File: src/design/cab_pkg.sv
// Shared types and constants of the clipped alpha blitter.
// No dependencies; every other file of the block imports this package.
`default_nettype none

package cab_pkg;

  // Framebuffer geometry.
  localparam int FB_WIDTH  = 1024;
  localparam int FB_HEIGHT = 768;

  // Counter widths wide enough to hold the framebuffer extent itself.
  localparam int COL_W = $clog2(FB_WIDTH + 1);
  localparam int ROW_W = $clog2(FB_HEIGHT + 1);

  localparam int DST_ADDR_W = 20;
  localparam int SRC_ADDR_W = 24;
  localparam int CFG_DATA_W = 16;

  // Queue between the front and back parts; a power of two.
  localparam int QUEUE_DEPTH = 4;
  localparam int QPTR_W      = $clog2(QUEUE_DEPTH);

  typedef enum logic {
    CMD_START = 1'b0,
    CMD_PIXEL = 1'b1
  } cab_cmd_t;

  typedef enum logic [1:0] {
    STATUS_PIXEL   = 2'd0,
    STATUS_STARTED = 2'd1,
    STATUS_EMPTY   = 2'd2,
    STATUS_IGNORED = 2'd3
  } cab_status_t;

  typedef enum logic [2:0] {
    REG_RECT_X      = 3'd0,
    REG_RECT_Y      = 3'd1,
    REG_RECT_WIDTH  = 3'd2,
    REG_RECT_HEIGHT = 3'd3,
    REG_SRC_PITCH   = 3'd4,
    REG_SRC_HEIGHT  = 3'd5,
    REG_OPACITY     = 3'd6,
    REG_BLEND_MODE  = 3'd7
  } cab_reg_t;

  typedef enum logic {
    FRONT_RUN  = 1'b0,
    FRONT_CLIP = 1'b1
  } cab_front_t;

  // Configuration register file contents.
  typedef struct packed {
    logic [15:0] rect_x;
    logic [15:0] rect_y;
    logic [14:0] rect_width;
    logic [14:0] rect_height;
    logic [12:0] src_pitch;
    logic [12:0] src_height;
    logic [8:0]  opacity;
    logic        blend_mode;
  } cab_cfg_t;

  // One classified item on its way from the front part to the back part.
  typedef struct packed {
    cab_status_t      status;
    logic             last;
    logic [ROW_W-1:0] row;
    logic [COL_W-1:0] col;
    logic [15:0]      src_row;
    logic [16:0]      src_col;
    logic [31:0]      src_argb;
    logic [31:0]      dst_pixel;
  } cab_entry_t;

  typedef struct packed {
    logic       valid;
    cab_entry_t entry;
  } cab_push_t;

  typedef struct packed {
    logic full;
    logic empty;
  } cab_qstat_t;

endpackage

`default_nettype wire

File: src/design/cab_if.sv
// Channel interfaces of the clipped alpha blitter: pixel input, result output
// and configuration writes. Depends on cab_pkg.
`default_nettype none

interface cab_in_if;
  import cab_pkg::*;
  logic        valid;
  logic        ready;
  cab_cmd_t    command;
  logic [31:0] src_argb;
  logic [31:0] dst_pixel;

  modport source (output valid, command, src_argb, dst_pixel, input ready);
  modport sink   (input valid, command, src_argb, dst_pixel, output ready);
endinterface

interface cab_out_if;
  import cab_pkg::*;
  logic                  valid;
  logic                  ready;
  cab_status_t           status;
  logic [DST_ADDR_W-1:0] dst_addr;
  logic [SRC_ADDR_W-1:0] src_addr;
  logic [31:0]           pixel_out;
  logic                  last;

  modport source (output valid, status, dst_addr, src_addr, pixel_out, last, input ready);
  modport sink   (input valid, status, dst_addr, src_addr, pixel_out, last, output ready);
endinterface

interface cab_cfg_if;
  import cab_pkg::*;
  logic                  valid;
  logic                  ready;
  cab_reg_t              index;
  logic [CFG_DATA_W-1:0] data;

  modport source (output valid, index, data, input ready);
  modport sink   (input valid, index, data, output ready);
endinterface

`default_nettype wire

File: src/design/clipped_alpha_blit.sv
// Top level of the clipped alpha blitter: register file, front part, item
// queue and back part. Depends on cab_pkg, the channel interfaces and all cab_ modules.
`default_nettype none

// A pixel item is taken every clock while the four-entry queue has room, so a
// clipped blit streams at one pixel per cycle. A start item holds the input
// while it is clipped: the framebuffer clip is registered as it is taken, and
// the source height limit is settled in the clip state, which waits for queue
// room. Items go from the queue head through stages A and B to the result
// register; a stalled result side stops the back part, and the front keeps
// accepting until the queue is full. Geometry registers are sampled at the
// start item; global alpha, blend mode and source pitch are used as they
// stand when each pixel goes through, so write them only between items.
module clipped_alpha_blit (
  input  wire logic clk,
  input  wire logic rst,
  cab_cfg_if.sink   cfg,
  cab_in_if.sink    pix_in,
  cab_out_if.source res_out
);
  import cab_pkg::*;

  cab_cfg_t   cfg_regs;
  cab_push_t  push;
  cab_qstat_t qstat;
  cab_entry_t head;
  logic       pop;

  // Configuration registers.
  cab_regs u_regs (
    .clk      (clk),
    .rst      (rst),
    .cfg      (cfg),
    .cfg_regs (cfg_regs)
  );

  // Clipping and raster walk.
  cab_front u_front (
    .clk      (clk),
    .rst      (rst),
    .cfg_regs (cfg_regs),
    .pix_in   (pix_in),
    .push     (push),
    .qstat    (qstat)
  );

  // Item queue.
  cab_fifo u_fifo (
    .clk   (clk),
    .rst   (rst),
    .push  (push),
    .pop   (pop),
    .head  (head),
    .qstat (qstat)
  );

  // Addresses and blend.
  cab_back u_back (
    .clk      (clk),
    .rst      (rst),
    .cfg_regs (cfg_regs),
    .head     (head),
    .qstat    (qstat),
    .pop      (pop),
    .res_out  (res_out)
  );

`ifndef ASSERT_OFF
  // The front never offers an item to a full queue.
  a_no_overflow: assert property (@(posedge clk) disable iff (rst)
    push.valid |-> !qstat.full)
    else $error("item pushed into a full queue");

  // A start item holds the input for its second clipping cycle.
  a_start_holds: assert property (@(posedge clk) disable iff (rst)
    (pix_in.valid && pix_in.ready && pix_in.command == CMD_START) |=> !pix_in.ready)
    else $error("input ready during clipping");

  // Every accepted pixel item enters the queue in the same cycle.
  a_pixel_queued: assert property (@(posedge clk) disable iff (rst)
    (pix_in.valid && pix_in.ready && pix_in.command == CMD_PIXEL) |-> push.valid)
    else $error("accepted pixel item not queued");
`endif

endmodule

`default_nettype wire

File: src/design/cab_regs.sv
// Configuration register file of the clipped alpha blitter.
// Depends on cab_pkg and cab_cfg_if.
`default_nettype none

module cab_regs (
  input  wire logic        clk,
  input  wire logic        rst,
  cab_cfg_if.sink          cfg,
  output cab_pkg::cab_cfg_t cfg_regs
);
  import cab_pkg::*;

  // Reset contents: everything zero but full opacity.
  localparam cab_cfg_t CFG_RESET = '{opacity: 9'd256, default: '0};

  // Writes are always taken.
  assign cfg.ready = 1'b1;

  // Register writes.
  always_ff @(posedge clk) begin
    if (rst) begin
      cfg_regs <= CFG_RESET;
    end else if (cfg.valid) begin
      case (cfg.index)
        REG_RECT_X:      cfg_regs.rect_x      <= cfg.data[15:0];
        REG_RECT_Y:      cfg_regs.rect_y      <= cfg.data[15:0];
        REG_RECT_WIDTH:  cfg_regs.rect_width  <= cfg.data[14:0];
        REG_RECT_HEIGHT: cfg_regs.rect_height <= cfg.data[14:0];
        REG_SRC_PITCH:   cfg_regs.src_pitch   <= cfg.data[12:0];
        REG_SRC_HEIGHT:  cfg_regs.src_height  <= cfg.data[12:0];
        REG_OPACITY:     cfg_regs.opacity     <= cfg.data[8:0];
        REG_BLEND_MODE:  cfg_regs.blend_mode  <= cfg.data[0];
        default: ;
      endcase
    end
  end

endmodule

`default_nettype wire

File: src/design/cab_front.sv
// Front part of the clipped alpha blitter: accepts items, clips the rectangle
// on a start item and walks the clipped area in raster order.
// Depends on cab_pkg and cab_in_if.
`default_nettype none

module cab_front (
  input  wire logic          clk,
  input  wire logic          rst,
  input  cab_pkg::cab_cfg_t  cfg_regs,
  cab_in_if.sink             pix_in,
  output cab_pkg::cab_push_t push,
  input  cab_pkg::cab_qstat_t qstat
);
  import cab_pkg::*;

  localparam logic signed [16:0] FB_W_S = 17'(FB_WIDTH);
  localparam logic signed [16:0] FB_H_S = 17'(FB_HEIGHT);

  cab_front_t state, state_next;

  // Walk state.
  logic             active;
  logic [COL_W-1:0] cur_col, clip_left, clip_right;
  logic [ROW_W-1:0] cur_row, row_stop;
  logic [15:0]      src_col_offset, src_row_offset;
  logic [16:0]      src_col;

  // First clipping step, registered at the start item.
  logic signed [16:0] clip_x0, clip_x1, clip_y0, clip_y1;
  logic [15:0]        clip_sx0, clip_sy0;
  logic               clip_ga_zero;

  logic signed [16:0] x_ext, y_ext, x_end, y_end;
  logic signed [17:0] rows, avail, rows_min, stop_sum;
  logic               clip_ok;

  logic             in_ready, accept, clip_commit, is_start, is_pixel;
  logic [COL_W-1:0] col_inc;
  logic [ROW_W-1:0] row_inc;
  logic             wrap, last_px;

  // Rectangle edges against the framebuffer, first step.
  always_comb begin
    x_ext = {cfg_regs.rect_x[15], cfg_regs.rect_x};
    y_ext = {cfg_regs.rect_y[15], cfg_regs.rect_y};
    x_end = x_ext + $signed({2'b00, cfg_regs.rect_width});
    y_end = y_ext + $signed({2'b00, cfg_regs.rect_height});
  end

  // Second step: row count limited by the source height, and the verdict.
  always_comb begin
    rows     = {clip_y1[16], clip_y1} - {clip_y0[16], clip_y0};
    avail    = $signed({5'b0, cfg_regs.src_height}) - $signed({2'b0, clip_sy0});
    rows_min = (avail < rows) ? avail : rows;
    stop_sum = {clip_y0[16], clip_y0} + rows_min;
    clip_ok  = !clip_ga_zero && (clip_x0 < clip_x1) && (clip_y0 < clip_y1)
               && (rows_min > 18'sd0);
  end

  // Position step for a pixel item.
  always_comb begin
    col_inc = cur_col + COL_W'(1);
    row_inc = cur_row + ROW_W'(1);
    wrap    = col_inc >= clip_right;
    last_px = wrap && (row_inc >= row_stop);
  end

  // Next state.
  always_comb begin
    state_next = state;
    case (state)
      FRONT_RUN:  if (accept && is_start) state_next = FRONT_CLIP;
      FRONT_CLIP: if (!qstat.full) state_next = FRONT_RUN;
      default:    state_next = FRONT_RUN;
    endcase
  end

  // State outputs.
  always_comb begin
    in_ready    = 1'b0;
    clip_commit = 1'b0;
    case (state)
      FRONT_RUN:  in_ready = !qstat.full;
      FRONT_CLIP: clip_commit = !qstat.full;
      default: ;
    endcase
  end

  assign pix_in.ready = in_ready;
  assign accept       = pix_in.valid && in_ready;
  assign is_start     = (pix_in.command == CMD_START);
  assign is_pixel     = (pix_in.command == CMD_PIXEL);

  // Queue entry for the back part.
  always_comb begin
    push.valid           = clip_commit || (accept && is_pixel);
    push.entry           = '0;
    push.entry.src_argb  = pix_in.src_argb;
    push.entry.dst_pixel = pix_in.dst_pixel;
    if (state == FRONT_CLIP) begin
      push.entry.status = clip_ok ? STATUS_STARTED : STATUS_EMPTY;
    end else if (!active) begin
      push.entry.status = STATUS_IGNORED;
    end else begin
      push.entry.status  = STATUS_PIXEL;
      push.entry.last    = last_px;
      push.entry.row     = cur_row;
      push.entry.col     = cur_col;
      push.entry.src_row = src_row_offset;
      push.entry.src_col = src_col;
    end
  end

  // First clipping step registers.
  always_ff @(posedge clk) begin
    if (accept && is_start) begin
      clip_x0      <= x_ext[16] ? 17'sd0 : x_ext;
      clip_y0      <= y_ext[16] ? 17'sd0 : y_ext;
      clip_x1      <= (x_end > FB_W_S) ? FB_W_S : x_end;
      clip_y1      <= (y_end > FB_H_S) ? FB_H_S : y_end;
      clip_sx0     <= x_ext[16] ? 16'(-x_ext) : 16'd0;
      clip_sy0     <= y_ext[16] ? 16'(-y_ext) : 16'd0;
      clip_ga_zero <= (cfg_regs.opacity == 9'd0);
    end
  end

  // Walk state and control.
  always_ff @(posedge clk) begin
    if (rst) begin
      state          <= FRONT_RUN;
      active         <= 1'b0;
      cur_col        <= '0;
      cur_row        <= '0;
      clip_left      <= '0;
      clip_right     <= '0;
      row_stop       <= '0;
      src_col_offset <= '0;
      src_row_offset <= '0;
      src_col        <= '0;
    end else begin
      state <= state_next;
      if (accept && is_start) begin
        active <= 1'b0;
      end else if (accept && active) begin
        if (wrap) begin
          cur_col        <= clip_left;
          cur_row        <= row_inc;
          src_row_offset <= src_row_offset + 16'd1;
          src_col        <= {1'b0, src_col_offset};
          if (last_px) active <= 1'b0;
        end else begin
          cur_col <= col_inc;
          src_col <= src_col + 17'd1;
        end
      end
      if (clip_commit && clip_ok) begin
        active         <= 1'b1;
        clip_left      <= clip_x0[COL_W-1:0];
        clip_right     <= clip_x1[COL_W-1:0];
        cur_col        <= clip_x0[COL_W-1:0];
        cur_row        <= clip_y0[ROW_W-1:0];
        row_stop       <= stop_sum[ROW_W-1:0];
        src_col_offset <= clip_sx0;
        src_row_offset <= clip_sy0;
        src_col        <= {1'b0, clip_sx0};
      end
    end
  end

endmodule

`default_nettype wire

File: src/design/cab_fifo.sv
// Short queue of classified items between the front and back parts.
// Depends on cab_pkg.
`default_nettype none

module cab_fifo (
  input  wire logic           clk,
  input  wire logic           rst,
  input  cab_pkg::cab_push_t  push,
  input  wire logic           pop,
  output cab_pkg::cab_entry_t head,
  output cab_pkg::cab_qstat_t qstat
);
  import cab_pkg::*;

  cab_entry_t        slots [QUEUE_DEPTH];
  logic [QPTR_W-1:0] wr_ptr, rd_ptr;
  logic [QPTR_W:0]   count;
  logic              do_push, do_pop;

  assign qstat.full  = (count == (QPTR_W+1)'(QUEUE_DEPTH));
  assign qstat.empty = (count == '0);
  assign head        = slots[rd_ptr];
  assign do_push     = push.valid && !qstat.full;
  assign do_pop      = pop && !qstat.empty;

  // Entry storage.
  always_ff @(posedge clk) begin
    if (do_push) slots[wr_ptr] <= push.entry;
  end

  // Pointers and fill count.
  always_ff @(posedge clk) begin
    if (rst) begin
      wr_ptr <= '0;
      rd_ptr <= '0;
      count  <= '0;
    end else begin
      if (do_push) wr_ptr <= wr_ptr + QPTR_W'(1);
      if (do_pop)  rd_ptr <= rd_ptr + QPTR_W'(1);
      case ({do_push, do_pop})
        2'b10:   count <= count + (QPTR_W+1)'(1);
        2'b01:   count <= count - (QPTR_W+1)'(1);
        default: ;
      endcase
    end
  end

endmodule

`default_nettype wire

File: src/design/cab_back.sv
// Back part of the clipped alpha blitter: address arithmetic and the blend
// pipeline, ending in the result register. Depends on cab_pkg and cab_out_if.
`default_nettype none

module cab_back (
  input  wire logic           clk,
  input  wire logic           rst,
  input  cab_pkg::cab_cfg_t   cfg_regs,
  input  cab_pkg::cab_entry_t head,
  input  cab_pkg::cab_qstat_t qstat,
  output logic                pop,
  cab_out_if.source           res_out
);
  import cab_pkg::*;

  localparam logic [DST_ADDR_W-1:0] FB_W_ADDR = DST_ADDR_W'(FB_WIDTH);

  // Channel mix s*a + d*(255-a), at most 255*255.
  function automatic logic [15:0] mix(input logic [7:0] s, input logic [7:0] d,
                                      input logic [7:0] a);
    logic [15:0] ps, pd;
    ps = {8'b0, s} * {8'b0, a};
    pd = {8'b0, d} * {8'b0, 8'hFF - a};
    return ps + pd;
  endfunction

  // Exact floor division by 255 for values up to 255*255.
  function automatic logic [7:0] div255(input logic [15:0] x);
    logic [16:0] t;
    t = {1'b0, x} + {9'b0, x[15:8]} + 17'd1;
    return t[15:8];
  endfunction

  logic advance;

  // Stage A: scaled alpha and address products.
  logic                  a_valid, a_last;
  cab_status_t           a_status;
  logic [7:0]            a_alpha;
  logic [DST_ADDR_W-1:0] a_dst_prod;
  logic [SRC_ADDR_W-1:0] a_src_prod;
  logic [COL_W-1:0]      a_col;
  logic [16:0]           a_src_col;
  logic [31:0]           a_src_argb, a_dst_pixel;
  logic [15:0]           alpha_prod;

  // Stage B: channel mixes and final addresses.
  logic                  b_valid, b_last;
  cab_status_t           b_status;
  logic [7:0]            b_alpha;
  logic                  b_alpha_full, b_alpha_zero;
  logic [15:0]           b_sum_r, b_sum_g, b_sum_b;
  logic [DST_ADDR_W-1:0] b_dst_addr;
  logic [SRC_ADDR_W-1:0] b_src_addr;
  logic [31:0]           b_src_argb, b_dst_pixel;

  logic [31:0] pix;

  // The whole pipeline moves when the result register is free or taken.
  assign advance = !res_out.valid || res_out.ready;
  assign pop     = advance && !qstat.empty;

  // Source alpha scaled by the opacity below full opacity.
  assign alpha_prod = {8'b0, head.src_argb[31:24]} * {8'b0, cfg_regs.opacity[7:0]};

  // Pixel select: copy, pass-through shortcuts or the blend.
  always_comb begin
    if (!cfg_regs.blend_mode) begin
      pix = b_src_argb;
    end else if (b_alpha_full) begin
      pix = {b_alpha, b_src_argb[23:0]};
    end else if (b_alpha_zero) begin
      pix = b_dst_pixel;
    end else begin
      pix = {8'hFF, div255(b_sum_r), div255(b_sum_g), div255(b_sum_b)};
    end
  end

  // Stage valid bits and the result register's valid.
  always_ff @(posedge clk) begin
    if (rst) begin
      a_valid       <= 1'b0;
      b_valid       <= 1'b0;
      res_out.valid <= 1'b0;
    end else if (advance) begin
      a_valid       <= !qstat.empty;
      b_valid       <= a_valid;
      res_out.valid <= b_valid;
    end
  end

  // Stage payloads.
  always_ff @(posedge clk) begin
    if (advance) begin
      a_status    <= head.status;
      a_last      <= head.last;
      a_alpha     <= cfg_regs.opacity[8] ? head.src_argb[31:24] : alpha_prod[15:8];
      a_dst_prod  <= DST_ADDR_W'(head.row) * FB_W_ADDR;
      a_src_prod  <= SRC_ADDR_W'(head.src_row) * SRC_ADDR_W'(cfg_regs.src_pitch);
      a_col       <= head.col;
      a_src_col   <= head.src_col;
      a_src_argb  <= head.src_argb;
      a_dst_pixel <= head.dst_pixel;

      b_status     <= a_status;
      b_last       <= a_last;
      b_alpha      <= a_alpha;
      b_alpha_full <= (a_alpha == 8'hFF);
      b_alpha_zero <= (a_alpha == 8'h00);
      b_sum_r      <= mix(a_src_argb[23:16], a_dst_pixel[23:16], a_alpha);
      b_sum_g      <= mix(a_src_argb[15:8], a_dst_pixel[15:8], a_alpha);
      b_sum_b      <= mix(a_src_argb[7:0], a_dst_pixel[7:0], a_alpha);
      b_dst_addr   <= a_dst_prod + DST_ADDR_W'(a_col);
      b_src_addr   <= a_src_prod + SRC_ADDR_W'(a_src_col);
      b_src_argb   <= a_src_argb;
      b_dst_pixel  <= a_dst_pixel;

      // Only pixel results carry addresses and data.
      res_out.status <= b_status;
      if (b_status == STATUS_PIXEL) begin
        res_out.dst_addr  <= b_dst_addr;
        res_out.src_addr  <= b_src_addr;
        res_out.pixel_out <= pix;
        res_out.last      <= b_last;
      end else begin
        res_out.dst_addr  <= '0;
        res_out.src_addr  <= '0;
        res_out.pixel_out <= '0;
        res_out.last      <= 1'b0;
      end
    end
  end

endmodule

`default_nettype wire
File: src/flat_wrapper.sv
// flat-port wrapper written by rule: the top's interface ports become plain ports
module clipped_alpha_blit_flat import cab_pkg::*;
  (clk, rst, cfg_valid, cfg_index, cfg_data, cfg_ready, pix_in_valid, pix_in_command, pix_in_src_argb, pix_in_dst_pixel, pix_in_ready, res_out_valid, res_out_status, res_out_dst_addr, res_out_src_addr, res_out_pixel_out, res_out_last, res_out_ready);
  cab_cfg_if cfg_i ();
  cab_in_if pix_in_i ();
  cab_out_if res_out_i ();
  input  wire logic clk;
  input  wire logic rst;
  input wire logic [$bits(cfg_i.valid)-1:0] cfg_valid;
  input wire logic [$bits(cfg_i.index)-1:0] cfg_index;
  input wire logic [$bits(cfg_i.data)-1:0] cfg_data;
  output wire logic [$bits(cfg_i.ready)-1:0] cfg_ready;
  input wire logic [$bits(pix_in_i.valid)-1:0] pix_in_valid;
  input wire logic [$bits(pix_in_i.command)-1:0] pix_in_command;
  input wire logic [$bits(pix_in_i.src_argb)-1:0] pix_in_src_argb;
  input wire logic [$bits(pix_in_i.dst_pixel)-1:0] pix_in_dst_pixel;
  output wire logic [$bits(pix_in_i.ready)-1:0] pix_in_ready;
  output wire logic [$bits(res_out_i.valid)-1:0] res_out_valid;
  output wire logic [$bits(res_out_i.status)-1:0] res_out_status;
  output wire logic [$bits(res_out_i.dst_addr)-1:0] res_out_dst_addr;
  output wire logic [$bits(res_out_i.src_addr)-1:0] res_out_src_addr;
  output wire logic [$bits(res_out_i.pixel_out)-1:0] res_out_pixel_out;
  output wire logic [$bits(res_out_i.last)-1:0] res_out_last;
  input wire logic [$bits(res_out_i.ready)-1:0] res_out_ready;
  assign cfg_i.valid = cfg_valid;
  assign cfg_i.index = cfg_index;
  assign cfg_i.data = cfg_data;
  assign cfg_ready = cfg_i.ready;
  assign pix_in_i.valid = pix_in_valid;
  assign pix_in_i.command = pix_in_command;
  assign pix_in_i.src_argb = pix_in_src_argb;
  assign pix_in_i.dst_pixel = pix_in_dst_pixel;
  assign pix_in_ready = pix_in_i.ready;
  assign res_out_valid = res_out_i.valid;
  assign res_out_status = res_out_i.status;
  assign res_out_dst_addr = res_out_i.dst_addr;
  assign res_out_src_addr = res_out_i.src_addr;
  assign res_out_pixel_out = res_out_i.pixel_out;
  assign res_out_last = res_out_i.last;
  assign res_out_i.ready = res_out_ready;
  clipped_alpha_blit u_core (.clk(clk), .rst(rst), .cfg(cfg_i), .pix_in(pix_in_i), .res_out(res_out_i));
endmodule
File: config.mk
export PLATFORM = sky130hd
export DESIGN_NAME = clipped_alpha_blit_flat
export DESIGN_NICKNAME = d
export VERILOG_FILES = /design/src/design/cab_pkg.sv /design/src/design/cab_if.sv /design/src/design/clipped_alpha_blit.sv /design/src/design/cab_regs.sv /design/src/design/cab_front.sv /design/src/design/cab_fifo.sv /design/src/design/cab_back.sv /design/src/flat_wrapper.sv
export SDC_FILE = /design/constraint.sdc
export NUM_CORES = 2
export LEC_CHECK = 0
export BUFFER_PORTS_ARGS = -buffer_cell sky130_fd_sc_hd__buf_2
export CORE_MARGIN = 2
export CORE_UTILIZATION = 30
export CTS_CLUSTER_DIAMETER = 50
export CTS_CLUSTER_SIZE = 30
export DETAILED_ROUTE_END_ITERATION = 8
export PLACE_DENSITY = 0.45
export SYNTH_ARGS = -nofsm -noshare
export SYNTH_HDL_FRONTEND = slang
export SYNTH_SLANG_ARGS = --single-unit
File: constraint.sdc
create_clock -name clk -period 19.65 [get_ports clk]
set_input_delay 3.93 -clock clk [delete_from_list [all_inputs] [get_ports clk]]
set_output_delay 3.93 -clock clk [all_outputs]
set_load 0.1 [all_outputs]
# --- Word level (Yosys, flattened, before mapping) ---
# Memories as Yosys holds them, arrays and structs flattened. A register that Yosys moved wholly into a read port is not among the register bits.
# Cells that the tools add are included.
op_classes:
  bitwise_logic: 3
  order_cmp: 8
  eq_ne: 12
  multipliers: 8
  reduce_logical: 42
  muxes: 41
  n_addsub: 27
ops:
  columns: ["operator", "n"]
  rows:
  - ["$mul 8x8->16", 7]
  - ["$mux 16", 7]
  - ["$mux 55", 2]
  - ["$mux 32", 3]
  - ["$add 16x1->16 const B", 4]
  - ["$add 16x16->16", 3]
  - ["$add 16x8->16", 3]
  - ["$mux 11", 4]
  - ["$mux 10", 4]
  - ["$add 16x16->17", 2]
  - ["$neg 16->16", 2]
  - ["$add 24x17->24", 1]
  - ["$mul 16x13->24", 1]
  - ["$add 20x11->20", 1]
  - ["$reduce_and 2->1", 10]
  - ["$gt 18x1->1 const B", 1]
  - ["$lt 17x18->1", 1]
  - ["$mux 18", 1]
  - ["$sub 17x16->18", 1]
  - ["$add 17x1->17 const B", 1]
  - ["$gt 17x11->1 const B", 1]
  - ["$gt 17x12->1 const B", 1]
  - ["$lt 16x17->1", 1]
  - ["$lt 17x17->1", 1]
  - ["other kinds (35)", 78]
totals:
  memories: 1
  register_bits: 696
  ramBits: 484
  input_bits: 89
  elab_cells: 201
  output_inout_bits: 82
memory_table:
  columns: ["memory", "words", "word_bits", "read_ports", "rd_clocked_by_memory_dff", "write_ports", "line_no", "text"]
  rows:
  - ["u_core.u_fifo.slots", 4, 121, 1, 1, 1, "cab_fifo.sv:15", "cab_entry_t slots [QUEUE_DEPTH];"]

# --- Depth between registers and ports, before layout ---
depth:
  ltp_word: 9
  depth_mapped: 30
  ltp_nobuf: 29

# --- Modules after synthesis ---
# From an unflattened synthesis, not the netlist that was laid out.
unflattened:
  hier_cells: 6031
  hier_area_um2: 72349.4
modules_own_cells:
  columns: ["mod", "seq_area_each_um2", "instances", "area_per_inst_um2", "cells_each"]
  rows:
  - ["cab_back", 11621.1, 1, 35452.8, 3230]
  - ["cab_fifo", 14714.1, 1, 18023.5, 686]
  - ["cab_front", 4994.8, 1, 14969.4, 1765]
  - ["cab_regs", 1961.9, 1, 3903.7, 350]

# --- Least setup slack after synthesis ---
# Ideal clock, no wire load.
synth_path:
  path_kind: "input port to flip-flop"
  start: "input port res_out_ready"
  end: "register u_core.u_back.a_alpha[0], enable pin"
  setup_slack_ns: 7.479
  path_stages: 2
  required_time_ns: 18.917
  path_buffers: 0
  setup_time_ns: 0.733
  arrival_time_ns: 11.437
  path_cell_list: "nor2b_1 > inv_1"
synth_via:
  elab_chain_cells: 1
synth_rtl:
  columns: ["item", "line_no", "text"]
  rows:
  - ["from (decl)", "flat_wrapper.sv:24", "input wire logic [$bits(res_out_i.ready)-1:0] res_out_ready;"]
  - ["$logic_or 1x1->1", "cab_back.sv:60", "assign advance = !res_out.valid || res_out.ready;"]
  - ["to (signal assigned)", "cab_back.sv:97", "a_alpha <= cfg_regs.opacity[8] ? head.src_argb[31:24] : alpha_prod[15:8];"]
  - ["to (decl)", "cab_back.sv:39", "logic [7:0] a_alpha;"]
# No other way between the ends.
# A chain may end at the register's enable or synchronous reset.

==> results.json <==
{
  "worst_slew_pin_slew_ns": 1.23,
  "core_region_area_sq_um": 235000,
  "finalClockSkew_ns": 0.0353,
  "grt_first_pass_wirelength_microns": 288000,
  "setup_tns_ns": 0,
  "die_w_microns": 489,
  "dieArea_sq_um": 239000,
  "finalSetupViolations": 0,
  "h-tree-depth": 4,
  "antenna_found_initial": 22,
  "rsz0062_at_grt": "false",
  "ys_async_sr_fraction": 0,
  "drc_errors": 0,
  "startpoint_type": "flop",
  "vias": 44200,
  "fin_cells": 9367,
  "pin_count": 171,
  "path_clk_slew_ns": 0.06,
  "core.rowCount": 178,
  "initial_core_util": 0.301,
  "track_usage": 0.158,
  "fmax_mhz": 126,
  "crit_fanout": 51,
  "die_h_microns": 489,
  "cts_hold_buf": 0,
  "synthCells": 5929,
  "max-slew-margin-rel": 0.180,
  "cts_sinks": 1180,
  "worstHoldPathType": "flop to flop",
  "syn_avg_cell_area_sq_um": 11.9,
  "synthFlopType": "edfxtp_1",
  "drt_wl_total_microns": 186000,
  "period_needed_ns": 7.91,
  "cts_made_buffers": 158,
  "dpl.cell_count": 9058,
  "synth_edf_count": 966,
  "cts-root-buf": "clkbuf_16",
  "cts_setup_buffers": 0,
  "place_congestion": 0.814,
  "outcome": "finished, final reports clean",
  "viasPerCell": 4.72,
  "drive_above_1_share": 0.108,
  "fin_crit_sh": 0.402,
  "finalHoldViolations": 0,
  "synth_cell_type_count": 87,
  "cts_tree": "yes",
  "dr.pass1.iters": 7,
  "crit_required_ns": 20.19,
  "hpwl_microns": 129000,
  "gr-total-overflow": 0,
  "yosysSeqAreaShare": 0.472,
  "port-buffer-count": 169,
  "syn2layout_area_growth_pct": 13.9,
  "ys_ff_latch": 1180,
  "yosys_warnings": 0,
  "crit_type": "flop to flop",
  "post_drt_wl_per_cell_microns": 19.9,
  "maxCapViolations": 0,
  "cts_buffer_depth": 3,
  "nets": 7076,
  "grt_pass1_vias": 46700,
  "final_antenna_net_count": 0,
  "critPathCaptureType": "flop",
  "worstPathArrival_ns": 8.45,
  "first_iter_violations": 2547,
  "syn_area_sq_um": 70600,
  "grt_max_degree": 97,
  "worstSkewPairLatency_ns": 0.82,
  "rrSetupSlack_ns": 11.74,
  "cts_resized": 0,
  "final_max_slew_viol_count": 0
}
## state kept, by name (all words and copies together) (netlist names), 16 cells and up, named ones only
register and flops:
u_core.u_front.src_row_offset 16, u_core.u_back.a_src_prod 24, u_core.u_regs.cfg_regs 98, u_core.u_back.b_sum_r 16, u_core.u_fifo.slots 484, u_core.u_front.clip_y1 17
u_core.u_back.b_sum_b 16, u_core.u_back.b_src_argb 32, u_core.u_front.src_col_offset 16, u_core.u_back.b_dst_addr 20, u_core.u_back.a_dst_pixel 32, u_core.u_back.res_out.src_addr 24
u_core.u_front.clip_sx0 16, u_core.u_back.b_sum_g 16, u_core.u_front.src_col 17, u_core.u_back.a_src_col 17, u_core.u_back.res_out.pixel_out 32, u_core.u_front.clip_sy0 16
u_core.u_back.a_src_argb 32, u_core.u_back.b_src_addr 24, u_core.u_front.clip_x1 17, u_core.u_back.res_out.dst_addr 20, u_core.u_back.b_dst_pixel 32
## layer usage
metal,up-vias,part of all wire,track usage
li1,20700,-,-
met1,22400,0.46,0.215
met2,806,0.48,0.262
met3,239,0.044,0.0272
met4,12,0.019,0.0361
met5,-,0.00043,0
## cell usage in the layout (no fill, tap or decap), drive strengths merged, types with 51 or more instances in the layout
cell    Yosys  layout
edfxtp    966     966
inv       697     740
nand2     599     599
fa        476     476
ha        442     442
and2      307     307
a21oi     272     272
buf        52     224
dfxtp     214     214
o21ai     185     185
nor2b     183     183
clkbuf    194     182
nor2      177     177
xnor2     155     155
mux4      121     121
nand2b    102     102
nor3       92      92
nand3      86      86
xor2       81      81
clkinv      1      51
## Yosys cell counts, types with 9 or more instances
cell	instances	area, sq um
or4_1	11	82.6
o21ai_0	184	921
a21o_1	41	308
nand3_1	86	430
inv_1	696	2610
o211ai_1	15	113
or2_2	9	56.3
o2111ai_1	10	87.6
a211oi_1	39	293
nand2_1	598	2240
ha_1	442	5530
nor3_1	92	460
nand2b_1	102	638
or3_1	23	144
xor2_1	80	701
nor4_1	23	144
and3_1	46	288
edfxtp_1	966	29000
a21oi_1	271	1360
clkbuf_1	191	717
a21boi_0	11	82.6
mux2i_1	18	180
and2_1	307	1920
o21a_1	41	308
fa_1	476	9530
o31ai_1	26	195
o21bai_1	24	180
o221ai_1	11	96.3
buf_1	33	124
nor2b_1	182	1140
a22oi_1	24	180
nor2_1	176	661
nand4_1	46	288
a31oi_1	14	87.6
xnor2_1	155	1360
mux4_2	121	2730
buf_2	10	50.1
dfxtp_1	214	4280
## critical path: stages (launching register included)
cell,delay [ns]
dfxtp_4,0.77
buf_4,0.59
buf_4,0.81
mux4_2,0.59
nand2_1,0.13
fa_1,0.54
inv_1,0.04
fa_1,0.48
inv_1,0.06
fa_1,0.50
inv_1,0.06
fa_1,0.54
fa_1,0.41
ha_1,0.23
or4_1,0.53
o22ai_1,0.26
o2111ai_1,0.23
nand3_1,0.14
nand4_1,0.12
a31o_2,0.25
a21oi_1,0.16
xnor2_1,0.09
## kinds of logic (layout without fill, tap and decap cells)
group / count (synthesis) / in the layout / share of synthesized area
AND/OR/NAND/NOR: 1728 / 1728 / 0.124
XOR/XNOR: 236 / 236 / 0.0294
buffers and inverters: 944 / 1219 / 0.0512
multiplexers: 145 / 145 / 0.0421
flip-flops: 1180 / 1180 / 0.472
AO/OA/AOI/OAI: 776 / 776 / 0.0684
adder cells (fa/ha/maj): 918 / 918 / 0.213
other: 2 / 15 / 0.000106
## path summary, 6_finish.rpt
path	to	cells after the start	start
max	u_core.u_back.a_src_prod[23]	21	flop
min	u_core.u_back.b_src_argb[31]	0	u_core.u_back.a_src_argb[31]
max reg2reg	u_core.u_back.a_src_prod[23]	21	flop
min reg2reg	u_core.u_back.b_src_argb[31]	0	u_core.u_back.a_src_argb[31]
## metrics by stage
stage / utilization / hold WS [ns] / setup slack, ns / instance area [sq um]
floorplan: - / 0.400 / 7.48 / 70600
global placement: 0.319 / 0.404 / 11.52 / 74900
detailed placement: 0.319 / 0.405 / 11.60 / 74900
CTS: 0.343 / 0.419 / 11.59 / 80300
global route: 0.343 / 0.428 / 11.23 / 80300
finish: 0.343 / 0.419 / 11.74 / 80400
## final cells by class
| class | count | area, sq um |
|---|---|---|
| Tap cell | 3150 | 3940 |
| Antenna cell | 11 | 27.5 |
| Fill cell | 23300 | 154000 |
| Clock inverter | 115 | 1280 |
| Timing Repair Buffer | 224 | 1280 |
| Sequential cell | 1180 | 33300 |
| Multi-Input combinational cell | 3807 | 33700 |
| Clock buffer | 182 | 4180 |
| Inverter | 698 | 2630 |
Power is not shown: default switching activity piles up to over one toggle a cycle in this logic, so the estimate is an artifact.
